==> config.mk <==
export PLATFORM = sky130hd
export DESIGN_NAME = keypad_expression_evaluator
export DESIGN_NICKNAME = d
export VERILOG_FILES = /design/src/sv/kee_pkg.sv /design/src/sv/keypad_expression_evaluator.sv /design/src/sv/kee_muldiv.sv
export VERILOG_INCLUDE_DIRS = /design/src /design/src/sv
export SDC_FILE = /design/constraint.sdc
export NUM_CORES = 1
export LEC_CHECK = 0
export BUFFER_PORTS_ARGS = -buffer_cell sky130_fd_sc_hd__buf_4
export CAP_MARGIN = 25
export CORE_MARGIN = 4
export CORE_UTILIZATION = 70
export CTS_CLUSTER_SIZE = 12
export DETAILED_ROUTE_END_ITERATION = 6
export GPL_TIMING_DRIVEN = 0
export PLACE_DENSITY_LB_ADDON = 0.3
export SKIP_LAST_GASP = 1
export SLEW_MARGIN = 20
export SYNTH_ARGS = -nofsm -noshare
export SYNTH_HDL_FRONTEND = slang
export SYNTH_SLANG_ARGS = --single-unit
==> constraint.sdc <==
create_clock -name i_clk -period 29.5 [get_ports i_clk]
set_input_delay 7.375 -clock i_clk [delete_from_list [all_inputs] [get_ports i_clk]]
set_output_delay 7.375 -clock i_clk [all_outputs]
set_load 0.05 [all_outputs]
==> src/sv/keypad_expression_evaluator_defines.svh <==
// ----------------------------------------------------------------------------
// Keypad expression evaluator assertion macros
// Shared macros for the concurrent checks; they expand to nothing in synthesis.
// ----------------------------------------------------------------------------
`ifndef KEYPAD_EXPRESSION_EVALUATOR_DEFINES_SVH
`define KEYPAD_EXPRESSION_EVALUATOR_DEFINES_SVH
`ifndef SYNTHESIS
`define KEE_ASSERT(lbl, prop, msg) \
    lbl: assert property (@(posedge i_clk) disable iff (!i_rst_n) prop) else $error(msg);
`define KEE_ASSERT_IMP(lbl, ante, cons, msg) \
    lbl: assert property (@(posedge i_clk) disable iff (!i_rst_n) (ante) |-> (cons)) \
        else $error(msg);
`else
`define KEE_ASSERT(lbl, prop, msg)
`define KEE_ASSERT_IMP(lbl, ante, cons, msg)
`endif
`endif

==> src/sv/kee_pkg.sv <==
// ----------------------------------------------------------------------------
// Keypad expression evaluator package
// Widths, limits, key codes and item types shared by the evaluator modules.
// ----------------------------------------------------------------------------
package kee_pkg;

    localparam int VALUE_BITS = 48;
    localparam int FRAC_BITS  = 16;
    localparam int DIV_W      = VALUE_BITS + FRAC_BITS;
    localparam int WIDE_W     = (2 * VALUE_BITS > DIV_W) ? 2 * VALUE_BITS : DIV_W;
    localparam int CNT_W      = $clog2(DIV_W + 1);
    localparam int OPCODE_W   = 3;
    localparam int DIGIT_W    = 4;

    localparam logic [VALUE_BITS-1:0] POS_LIM = {1'b0, {(VALUE_BITS-1){1'b1}}};
    localparam logic [VALUE_BITS-1:0] NEG_LIM = {1'b1, {(VALUE_BITS-1){1'b0}}};

    typedef enum logic [OPCODE_W-1:0] {
        OP_DIGIT  = 3'd0,
        OP_ADD    = 3'd1,
        OP_SUB    = 3'd2,
        OP_MUL    = 3'd3,
        OP_DIV    = 3'd4,
        OP_EQUALS = 3'd5,
        OP_CLEAR  = 3'd6
    } t_opcode;

    typedef struct packed {
        logic [OPCODE_W-1:0] opcode;
        logic [DIGIT_W-1:0]  digit;
    } t_key_item;

    typedef struct packed {
        logic signed [VALUE_BITS-1:0] value;
        logic                         div_by_zero;
        logic                         overflow;
    } t_result_item;

    typedef struct packed {
        logic                  is_div;
        logic [VALUE_BITS-1:0] a;
        logic [VALUE_BITS-1:0] b;
    } t_md_req;

    typedef struct packed {
        logic                  done;
        logic [VALUE_BITS-1:0] value;
        logic                  overflow;
        logic                  div_by_zero;
    } t_md_rsp;

endpackage

==> src/sv/keypad_expression_evaluator.sv <==
// ----------------------------------------------------------------------------
// Keypad expression evaluator
// Four-function calculator with precedence, fed one key item at a time.
// ----------------------------------------------------------------------------
// Each input item is one key: a digit, add, subtract, multiply, divide, equals
// or clear. Multiply and divide bind tighter than add and subtract, and values
// are signed fixed point with 16 fraction bits in 48 bits, saturating on
// overflow. Only equals produces an output item; after it every key but clear
// is ignored. A digit, an ignored key, clear, or a multiply or divide key that
// closes no term is handled in the idle state; add, subtract or equals that closes
// no term also passes through the sum state. A key that closes a pending multiply
// or divide waits for the serial unit, which handles one multiplier or quotient bit
// per cycle; a zero divisor skips the bit steps. Keys are taken while an output
// item waits to be read, but an equals holds the input in the sum state until
// the previous output item has been read.
`include "keypad_expression_evaluator_defines.svh"

module keypad_expression_evaluator (
    input  logic                  i_clk,
    input  logic                  i_rst_n,
    input  logic                  i_in_valid,
    output logic                  o_in_ready,
    input  kee_pkg::t_key_item    i_in_data,
    output logic                  o_out_valid,
    input  logic                  i_out_ready,
    output kee_pkg::t_result_item o_out_data
);
    import kee_pkg::*;

    localparam int ENT_W = VALUE_BITS + 4;
    localparam logic [ENT_W-1:0] ENT_IMAX = ENT_W'(POS_LIM >> FRAC_BITS);
    localparam logic signed [VALUE_BITS+1:0] SUM_POS = {2'b00, POS_LIM};
    localparam logic signed [VALUE_BITS+1:0] SUM_NEG = {2'b11, NEG_LIM};

    typedef enum logic [1:0] {S_IDLE, S_MULDIV, S_SUM} t_state;
    typedef enum logic [1:0] {TOP_NONE, TOP_MUL, TOP_DIV} t_term_op;

    typedef struct packed {
        logic [VALUE_BITS-1:0] value;
        logic                  ovf;
    } t_sum;

    function automatic t_sum sat_add(input logic [VALUE_BITS-1:0] a,
                                     input logic [VALUE_BITS-1:0] p,
                                     input logic                  neg);
        logic signed [VALUE_BITS+1:0] ae;
        logic signed [VALUE_BITS+1:0] pe;
        logic signed [VALUE_BITS+1:0] s;
        t_sum                         res;
        ae = signed'({{2{a[VALUE_BITS-1]}}, a});
        pe = signed'({{2{p[VALUE_BITS-1]}}, p});
        if (neg) begin
            pe = -pe;
        end
        s = ae + pe;
        res.ovf = 1'b0;
        if (s > SUM_POS) begin
            res.value = POS_LIM;
            res.ovf   = 1'b1;
        end else if (s < SUM_NEG) begin
            res.value = NEG_LIM;
            res.ovf   = 1'b1;
        end else begin
            res.value = s[VALUE_BITS-1:0];
        end
        return res;
    endfunction

    t_state                r_state, n_state;
    logic [VALUE_BITS-1:0] r_entry, n_entry;
    logic [VALUE_BITS-1:0] r_sum, n_sum;
    logic [VALUE_BITS-1:0] r_pending, n_pending;
    t_term_op              r_term_op, n_term_op;
    logic                  r_term_neg, n_term_neg;
    logic                  r_finished, n_finished;
    logic                  r_dbz, n_dbz;
    logic                  r_ovf, n_ovf;
    logic [OPCODE_W-1:0]   r_key_op, n_key_op;
    logic                  r_md_start, n_md_start;
    logic                  r_out_valid, n_out_valid;
    t_result_item          r_out_data, n_out_data;

    logic [ENT_W-1:0]      ent_int, ent_sum;
    logic                  ent_ovf;
    t_sum                  sum_res;
    t_md_req               md_req;
    t_md_rsp               md_rsp;
    logic                  key_is_term;
    t_term_op              key_term;

    kee_muldiv u_muldiv (
        .i_clk   (i_clk),
        .i_rst_n (i_rst_n),
        .i_start (r_md_start),
        .i_req   (md_req),
        .o_rsp   (md_rsp)
    );

    assign md_req.is_div = (r_term_op == TOP_DIV);
    assign md_req.a      = r_pending;
    assign md_req.b      = r_entry;

    assign ent_int = ENT_W'(r_entry >> FRAC_BITS);
    assign ent_sum = (ent_int << 3) + (ent_int << 1) + ENT_W'(i_in_data.digit);
    assign ent_ovf = ent_sum > ENT_IMAX;

    assign sum_res     = sat_add(r_sum, r_pending, r_term_neg);
    assign key_is_term = r_key_op inside {OP_MUL, OP_DIV};
    assign key_term    = (r_key_op == OP_MUL) ? TOP_MUL : TOP_DIV;

    assign o_in_ready  = (r_state == S_IDLE);
    assign o_out_valid = r_out_valid;
    assign o_out_data  = r_out_data;

    always_comb begin
        n_state     = r_state;
        n_entry     = r_entry;
        n_sum       = r_sum;
        n_pending   = r_pending;
        n_term_op   = r_term_op;
        n_term_neg  = r_term_neg;
        n_finished  = r_finished;
        n_dbz       = r_dbz;
        n_ovf       = r_ovf;
        n_key_op    = r_key_op;
        n_md_start  = 1'b0;
        n_out_valid = r_out_valid;
        n_out_data  = r_out_data;
        if (r_out_valid && i_out_ready) begin
            n_out_valid = 1'b0;
        end
        case (r_state)
            S_IDLE: begin
                if (i_in_valid) begin
                    n_key_op = i_in_data.opcode;
                    if (i_in_data.opcode == OP_CLEAR) begin
                        n_entry    = '0;
                        n_sum      = '0;
                        n_pending  = '0;
                        n_term_op  = TOP_NONE;
                        n_term_neg = 1'b0;
                        n_finished = 1'b0;
                        n_dbz      = 1'b0;
                        n_ovf      = 1'b0;
                    end else if (!r_finished) begin
                        case (i_in_data.opcode)
                            OP_DIGIT: begin
                                if (ent_ovf) begin
                                    n_entry = POS_LIM;
                                    n_ovf   = 1'b1;
                                end else begin
                                    n_entry = VALUE_BITS'(ent_sum) << FRAC_BITS;
                                end
                            end
                            OP_ADD, OP_SUB, OP_MUL, OP_DIV, OP_EQUALS: begin
                                if (r_term_op == TOP_MUL || r_term_op == TOP_DIV) begin
                                    n_md_start = 1'b1;
                                    n_state    = S_MULDIV;
                                end else begin
                                    n_pending = r_entry;
                                    n_entry   = '0;
                                    n_term_op = TOP_NONE;
                                    if (i_in_data.opcode == OP_MUL) begin
                                        n_term_op = TOP_MUL;
                                    end else if (i_in_data.opcode == OP_DIV) begin
                                        n_term_op = TOP_DIV;
                                    end else begin
                                        n_state = S_SUM;
                                    end
                                end
                            end
                            default: begin
                            end
                        endcase
                    end
                end
            end
            S_MULDIV: begin
                if (md_rsp.done) begin
                    n_pending = md_rsp.value;
                    n_dbz     = r_dbz | md_rsp.div_by_zero;
                    n_ovf     = r_ovf | md_rsp.overflow;
                    n_entry   = '0;
                    if (key_is_term) begin
                        n_term_op = key_term;
                        n_state   = S_IDLE;
                    end else begin
                        n_term_op = TOP_NONE;
                        n_state   = S_SUM;
                    end
                end
            end
            S_SUM: begin
                if (r_key_op != OP_EQUALS || !r_out_valid || i_out_ready) begin
                    n_sum      = sum_res.value;
                    n_ovf      = r_ovf | sum_res.ovf;
                    n_pending  = '0;
                    n_term_neg = (r_key_op == OP_SUB);
                    n_state    = S_IDLE;
                    if (r_key_op == OP_EQUALS) begin
                        n_finished             = 1'b1;
                        n_out_valid            = 1'b1;
                        n_out_data.value       = sum_res.value;
                        n_out_data.div_by_zero = r_dbz;
                        n_out_data.overflow    = r_ovf | sum_res.ovf;
                    end
                end
            end
            default: begin
                n_state = S_IDLE;
            end
        endcase
    end

    always_ff @(posedge i_clk) begin
        if (!i_rst_n) begin
            r_state     <= S_IDLE;
            r_entry     <= '0;
            r_sum       <= '0;
            r_pending   <= '0;
            r_term_op   <= TOP_NONE;
            r_term_neg  <= 1'b0;
            r_finished  <= 1'b0;
            r_dbz       <= 1'b0;
            r_ovf       <= 1'b0;
            r_md_start  <= 1'b0;
            r_out_valid <= 1'b0;
        end else begin
            r_state     <= n_state;
            r_entry     <= n_entry;
            r_sum       <= n_sum;
            r_pending   <= n_pending;
            r_term_op   <= n_term_op;
            r_term_neg  <= n_term_neg;
            r_finished  <= n_finished;
            r_dbz       <= n_dbz;
            r_ovf       <= n_ovf;
            r_md_start  <= n_md_start;
            r_out_valid <= n_out_valid;
        end
        r_key_op   <= n_key_op;
        r_out_data <= n_out_data;
    end

    `KEE_ASSERT(a_entry_positive, !r_entry[VALUE_BITS-1], "Entry value became negative.")
    `KEE_ASSERT_IMP(a_finished_clean, r_finished,
        r_term_op == TOP_NONE && r_entry == '0 && r_pending == '0,
        "Term state left over after equals.")
    `KEE_ASSERT_IMP(a_result_after_equals, $rose(o_out_valid), r_finished,
        "Result item raised without equals.")

endmodule

==> src/sv/kee_muldiv.sv <==
// ----------------------------------------------------------------------------
// Serial fixed-point multiply and divide unit
// Shift-and-add multiplier and restoring divider, one bit per cycle, with
// sign-magnitude handling and saturation of the fixed-point result.
// ----------------------------------------------------------------------------
`include "keypad_expression_evaluator_defines.svh"

module kee_muldiv (
    input  logic             i_clk,
    input  logic             i_rst_n,
    input  logic             i_start,
    input  kee_pkg::t_md_req i_req,
    output kee_pkg::t_md_rsp o_rsp
);
    import kee_pkg::*;

    typedef enum logic [1:0] {M_IDLE, M_MUL, M_DIV, M_FIN} t_md_state;

    t_md_state                 r_state, n_state;
    logic [CNT_W-1:0]          r_cnt, n_cnt;
    logic                      r_neg, n_neg;
    logic                      r_is_div, n_is_div;
    logic                      r_dbz, n_dbz;
    logic [VALUE_BITS-1:0]     r_opnd, n_opnd;
    logic [2*VALUE_BITS-1:0]   r_prod, n_prod;
    logic [VALUE_BITS-1:0]     r_rem, n_rem;
    logic [DIV_W-1:0]          r_quo, n_quo;

    logic [VALUE_BITS-1:0]     mag_a, mag_b;
    logic [VALUE_BITS:0]       mul_sum;
    logic [VALUE_BITS:0]       div_trial, div_rem;
    logic                      div_ge;
    logic [WIDE_W-1:0]         mag_wide, lim_wide;
    logic                      sat;
    logic [VALUE_BITS-1:0]     mag_sel, res_value;

    assign mag_a = i_req.a[VALUE_BITS-1] ? (~i_req.a + VALUE_BITS'(1)) : i_req.a;
    assign mag_b = i_req.b[VALUE_BITS-1] ? (~i_req.b + VALUE_BITS'(1)) : i_req.b;

    assign mul_sum = {1'b0, r_prod[2*VALUE_BITS-1:VALUE_BITS]}
                   + (r_prod[0] ? {1'b0, r_opnd} : '0);

    assign div_trial = {r_rem, r_quo[DIV_W-1]};
    assign div_ge    = div_trial >= {1'b0, r_opnd};
    assign div_rem   = div_ge ? (div_trial - {1'b0, r_opnd}) : div_trial;

    assign mag_wide  = r_is_div ? WIDE_W'(r_quo) : WIDE_W'(r_prod >> FRAC_BITS);
    assign lim_wide  = r_neg ? WIDE_W'(NEG_LIM) : WIDE_W'(POS_LIM);
    assign sat       = mag_wide > lim_wide;
    assign mag_sel   = sat ? lim_wide[VALUE_BITS-1:0] : mag_wide[VALUE_BITS-1:0];
    assign res_value = r_neg ? (~mag_sel + VALUE_BITS'(1)) : mag_sel;

    assign o_rsp.done        = (r_state == M_FIN);
    assign o_rsp.value       = r_dbz ? '0 : res_value;
    assign o_rsp.overflow    = !r_dbz && sat;
    assign o_rsp.div_by_zero = r_dbz;

    always_comb begin
        n_state  = r_state;
        n_cnt    = r_cnt;
        n_neg    = r_neg;
        n_is_div = r_is_div;
        n_dbz    = r_dbz;
        n_opnd   = r_opnd;
        n_prod   = r_prod;
        n_rem    = r_rem;
        n_quo    = r_quo;
        case (r_state)
            M_IDLE: begin
                if (i_start) begin
                    n_neg    = i_req.a[VALUE_BITS-1] ^ i_req.b[VALUE_BITS-1];
                    n_is_div = i_req.is_div;
                    n_dbz    = 1'b0;
                    if (i_req.is_div) begin
                        n_opnd = mag_b;
                        n_rem  = '0;
                        n_quo  = DIV_W'(mag_a) << FRAC_BITS;
                        n_cnt  = CNT_W'(DIV_W);
                        if (mag_b == '0) begin
                            n_dbz   = 1'b1;
                            n_state = M_FIN;
                        end else begin
                            n_state = M_DIV;
                        end
                    end else begin
                        n_opnd  = mag_a;
                        n_prod  = {{VALUE_BITS{1'b0}}, mag_b};
                        n_cnt   = CNT_W'(VALUE_BITS);
                        n_state = M_MUL;
                    end
                end
            end
            M_MUL: begin
                n_prod = {mul_sum, r_prod[VALUE_BITS-1:1]};
                n_cnt  = r_cnt - CNT_W'(1);
                if (r_cnt == CNT_W'(1)) begin
                    n_state = M_FIN;
                end
            end
            M_DIV: begin
                n_rem = div_rem[VALUE_BITS-1:0];
                n_quo = {r_quo[DIV_W-2:0], div_ge};
                n_cnt = r_cnt - CNT_W'(1);
                if (r_cnt == CNT_W'(1)) begin
                    n_state = M_FIN;
                end
            end
            M_FIN: begin
                n_state = M_IDLE;
            end
            default: begin
                n_state = M_IDLE;
            end
        endcase
    end

    always_ff @(posedge i_clk) begin
        if (!i_rst_n) begin
            r_state <= M_IDLE;
            r_cnt   <= '0;
            r_dbz   <= 1'b0;
        end else begin
            r_state <= n_state;
            r_cnt   <= n_cnt;
            r_dbz   <= n_dbz;
        end
        r_neg    <= n_neg;
        r_is_div <= n_is_div;
        r_opnd   <= n_opnd;
        r_prod   <= n_prod;
        r_rem    <= n_rem;
        r_quo    <= n_quo;
    end

    `KEE_ASSERT(a_done_one_cycle, o_rsp.done |=> !o_rsp.done, "Done held longer than one cycle.")
    `KEE_ASSERT_IMP(a_start_when_idle, i_start, r_state == M_IDLE, "Start while the unit is busy.")
    `KEE_ASSERT_IMP(a_busy_count, r_state == M_MUL || r_state == M_DIV, r_cnt != '0,
        "Step counter empty while busy.")
    `KEE_ASSERT_IMP(a_dbz_result, o_rsp.done && o_rsp.div_by_zero,
        o_rsp.value == '0 && !o_rsp.overflow, "Zero divisor gave a nonzero result.")

endmodule

# Yosys cells after proc, flatten, opt, wreduce, memory -nomap -nowiden

Index checks and enable logic that the tools add are counted.

$add $sub $neg: 10
Order comparisons: 5
Equality and inequality tests: 40
Mux-type cells: 97
Bitwise gates (word level): 11
Reduce and logical (&&, ||, !) cells: 36

Operators with widths:

| kind                  | count |
|---|---|
| $mux 48               | 28 |
| $pmux 48 s2           | 4 |
| $mux 96               | 2 |
| $pmux 96 s2           | 1 |
| $add 48x1->48 const B | 3 |
| $not 48->48           | 3 |
| $pmux 48 s3           | 1 |
| $mux 64               | 2 |
| $pmux 64 s2           | 1 |
| $gt 96x96->1          | 1 |
| $mux 80               | 1 |
| $add 48x50->50        | 1 |
| $gt 50x48->1 const B  | 1 |
| $lt 50x48->1 const B  | 1 |
| $mux 50               | 1 |
| $neg 48->50           | 1 |
| $add 48x49->49        | 1 |
| $ge 49x48->1          | 1 |
| $mux 49               | 1 |
| $logic_not 48->1      | 1 |
| $sub 48x48->48        | 1 |
| $mux 2                | 23 |
| $add 36x4->37         | 1 |
| $gt 37x31->1 const B  | 1 |
| 42 further kinds      | 117 |

Flip-flop bits (word level): 475
Bits of input ports: 11
Output and inout bits: 52
Word-level logic and storage cells: 223

# Logic depth before layout (Yosys ltp)

Word-level depth: 9
Gate-level depth with buffers: 30
Gate-level depth less buffers: 23

# Modules after synthesis

Synthesis repeated with hierarchy kept, for this count alone.

Cell total of the unflattened synthesis: 4036
Area total of the unflattened synthesis: 35699.2 um^2

By module, submodules not included:

| module                      | instances | cells an instance | area an instance (um^2) | sequential area each (um^2) |
|---|---|---|---|---|
| kee_muldiv                  | 1         | 2485              | 22465.3                 | 7947.6 |
| keypad_expression_evaluator | 1         | 1551              | 13233.9                 | 4374.2 |

# Worst setup path before layout

OpenSTA, ideal clock, no wires.

Path kind: input port to flip-flop
Start: input port i_in_data[3] in the netlist's numbering
End: register r_entry[28]
Library setup time: 0.076 ns
Data arrival time: 10.826 ns
Required time: 29.424 ns
Setup slack: 18.599 ns
Cell stages on the path: 13
Buffers on the path: 1
Cells stage by stage: fa_1 ha_1 a211oi_1 o211ai_1 a21o_1 a221oi_1 o211ai_1 a211oi_1 o41ai_1 o21ai_0 clkbuf_1 o21ai_0 a21boi_0

Word-level cells in the longest chain between the ends: 8

Ends and longest elaborated chain:

| item                   | RTL line                           | RTL |
|---|---|---|
| start: declaration     | keypad_expression_evaluator.sv:23  | `input kee_pkg::t_key_item i_in_data,` |
| $add 36x4->37 (*)      | keypad_expression_evaluator.sv:104 | `assign ent_sum = (ent_int << 3) + (ent_int << 1) + ENT_W'(i_in_data.digit);` |
| $gt 37x31->1           | keypad_expression_evaluator.sv:105 | `assign ent_ovf = ent_sum > ENT_IMAX;` |
| $mux 48 (*)            | keypad_expression_evaluator.sv:148 | `if (ent_ovf) begin` |
| $pmux 48 s2 (*)        | keypad_expression_evaluator.sv:146 | `case (i_in_data.opcode)` |
| $mux 48 (*)            | keypad_expression_evaluator.sv:145 | `end else if (!r_finished) begin` |
| $mux 48 (*)            | keypad_expression_evaluator.sv:136 | `if (i_in_data.opcode == OP_CLEAR) begin` |
| $mux 48 (*)            | keypad_expression_evaluator.sv:134 | `if (i_in_valid) begin` |
| $pmux 48 s2 (*)        | keypad_expression_evaluator.sv:132 | `case (r_state)` |
| end signal: assignment | keypad_expression_evaluator.sv:230 | `r_entry <= n_entry;` |
| end: declaration       | keypad_expression_evaluator.sv:70  | `logic [VALUE_BITS-1:0] r_entry, n_entry;` |

Mark *: on every way between the ends. The rest lies on a longest branch, timed or not. The select of a mux whose other input is x is not followed.
A chain may end at the register's enable or synchronous reset.

# Worst setup path in the final report

Start: input port i_in_data[3] in the netlist's numbering
End: register r_entry[44]

Same word-level chain as after synthesis.

==> flow_summary.ini <==
[clocking]
cts_buffers = 50
path_clk_slew_ns = 0.06
worstSkewPairLatency_ns = 0.62
cts_buffer_depth = 3
cts-htree-levels = 2
cts_root_buf = clkbuf_16
cts_tree = yes
postCtsSetupRepairBufs = 0
postCtsHoldBufs = 0
clock_sinks = 460
post_cts_resized = 0

[timing]
setup_violations = 0
min_period_ns = 11.60
drv_slew = 0
max_freq_mhz = 86.2
maxSlewHeadroom_pct = 20.7
tightest_slew_ns = 1.18
rsz0062_at_grt = no
setup-tns-final_ns = 0
period_share_pct = 39.3
finClkSkew_ns = 0.0306
timing_hold_violations_final = 0

[critical_path]
crit_fanout = 10
regToRegSetupSlack_ns = 18.84
worst-endpoint-required_ns = 30.02
endpoint_kind = register
crit_arrival_ns = 12.11
critPathKind = input port to register
crit_path_start_kind = input port

[pwr]
peakVddDrop_mv = 0.0907
power_density_nw_per_um2 = 69.9
p_leak_nw = 15.4

[logic_synthesis]
synthFlopType = edfxtp_1
async_reset_ff_share_pct = 0
yosysWarningCount = 0
yosysMostFrequentCell = nand2_1
ys_types = 83
synth-seq-cells = 460
synth_area_leaders = edfxtp_1, ha_1, dfxtp_1, a21oi_1, o21ai_0
synth_compound_area_share_pct = 22.3
synth-seq-area-share_pct = 35.6
synth_top_family_by_area = compound AO/OA/AOI/OAI gates
synthCells = 3900
synth_top_area_share_pct = 27.0
yosys-top-cells-count = nand2_1, a21oi_1, o21ai_0
synth.avg_cell_area_um2 = 8.86
muxShareOfSynthArea_pct = 4.44
synthAdderAreaFrac_pct = 10.2
synth_edf_count = 311
yosys.area_share.xor_xnor_pct = 7.07
yosys.area.top_type = edfxtp_1
synthSimpleGateAreaFrac_pct = 16.2
synth_nets = 4189
synth_area_um2 = 34600

[die]
die_area_um2 = 53000
die_y_um = 230
start_util_pct = 70.8
core-area_um2 = 48800
num_io_pins = 63
rows = 81
die_w_um = 230

[placement]
placed_cells = 4641
dp_hpwl_um = 91500
gp_congestion = 1.15
port-buffer-count = 61

[run]
cap_violations = 0

[finish]
utilization_pct = 77.4
area_delta_synth_final_pct = 9.36
drive_above_1_share_pct = 7.50
finalNetCount = 4318
fin_cells = 4733

[global_route]
antenna_found_initial = 3
overflow = 0
grt_first_pass_wirelength_um = 184000
grt_max_degree = 34
grt.total_usage_pct = 44.5
grt_pass1_vias = 31397

[run_status]
violations = DRC
status = finished with violations

[route]
avgRoutedWirePerCell_um = 25.8
drt_iter0_drc = 4803
drtPass1Iterations = 7
final_antenna_net_count = 0
wl_um = 122000
vias = 33286
drc = 2
routed_via_density = 7.03

[hold_path]
hold_class = register to register
-- path summary, 6_finish.rpt --
kind,depth (start not counted),from,to
worst max-delay path,14,i_in_data[3],r_entry[44]
worst min-delay path,0,r_dbz,o_out_data[1]
worst max register to register,25,u_muldiv.r_is_div,r_pending[22]
worst min register to register,0,r_dbz,o_out_data[1]
-- stage by stage --
step	worst slack, ns	hold WS (ns)	instance area (µm²)	power [mW]
finish	17.90	0.460	37800	2.64
CTS	17.97	0.465	37800	2.58
detailed placement	17.37	0.436	36300	1.96
floorplan	18.60	0.409	34600	1.63
global placement	15.47	0.448	35900	1.93
global route	17.51	0.475	37800	2.74
-- where the power goes --
part	internal [mW]	leakage [nW]	total (mW)	switching, mW
logic	0.377	10.5	1.12	0.741
clock network	0.336	0.736	0.615	0.280
registers	0.819	4.09	0.908	0.0892
total	1.53	15.4	2.64	1.11
-- worst max-delay path: stages --
cell,delay [ns]
buf_4,0.12
fa_1,0.49
ha_1,0.32
a211oi_1,0.29
o211ai_1,0.20
a21o_1,0.24
a221oi_1,0.67
o211ai_1,0.22
a211oi_1,0.53
o41ai_1,0.14
o21ai_1,0.72
clkbuf_1,0.43
o21ai_0,0.16
a21boi_0,0.22
-- cell type report --
class                      instances  area (µm²)
inverter                         165         619
tap                              664         831
antenna                            4        10.0
fill                            3330       11000
timing repair buffer              77         842
sequential                       460       12300
buffer                           203         822
multi-input combinational       3072       20800
clock buffer                      70        1390
clock inverter                    18         129
-- cell families (layout without fill, tap and decap cells) --
group                    Yosys count  after routing
adder cells (fa/ha/maj)          278            278
AO/OA/AOI/OAI                   1205           1205
other                              0              4
AND/OR/NAND/NOR                 1165           1165
XOR/XNOR                         279            279
flip-flops                       460            460
multiplexers                     145            145
buffers and inverters            368            533
-- sequential cells by signal (all words and copies together) (netlist names), 2 cells and up --
register / flops
r_pending: 48
u_muldiv.r_cnt: 7
r_term_op: 2
r_sum: 48
r_entry: 33
r_key_op: 3
u_muldiv.r_rem: 48
r_state: 2
u_muldiv.r_quo: 64
u_muldiv.r_prod: 96
u_muldiv.r_state: 2
o_out_data: 50
u_muldiv.r_opnd: 48
-- cell usage in the layout, fill, tap and decap left out, drive strengths merged, types with 17 or more instances in the layout --
cell      n
nor2    274
ha      273
o31ai    33
a21oi   381
or2      18
inv     164
clkbuf  243
a21boi   34
o21bai   25
nor3     57
o221ai   42
o21ai   334
dfxtp   149
a21o    106
edfxtp  311
buf     106
mux2     67
xnor2   187
xor2     92
nand3    77
a211oi   32
nor2b    40
and2     83
and3     25
o211ai   23
nor4     30
nand2   382
or4      17
or3      35
nand4    49
mux2i    78
a31oi    29
nand2b   39
o21a     26
-- metal layers --
metal	global-route usage (%)	vias up	wire (µm)
met5	0	-	13
met4	27.0	2	9660
met3	11.4	647	14500
met2	69.7	2424	53400
met1	55.6	15595	44500
li1	-	14618	-
(Power assumes the default switching activity.)
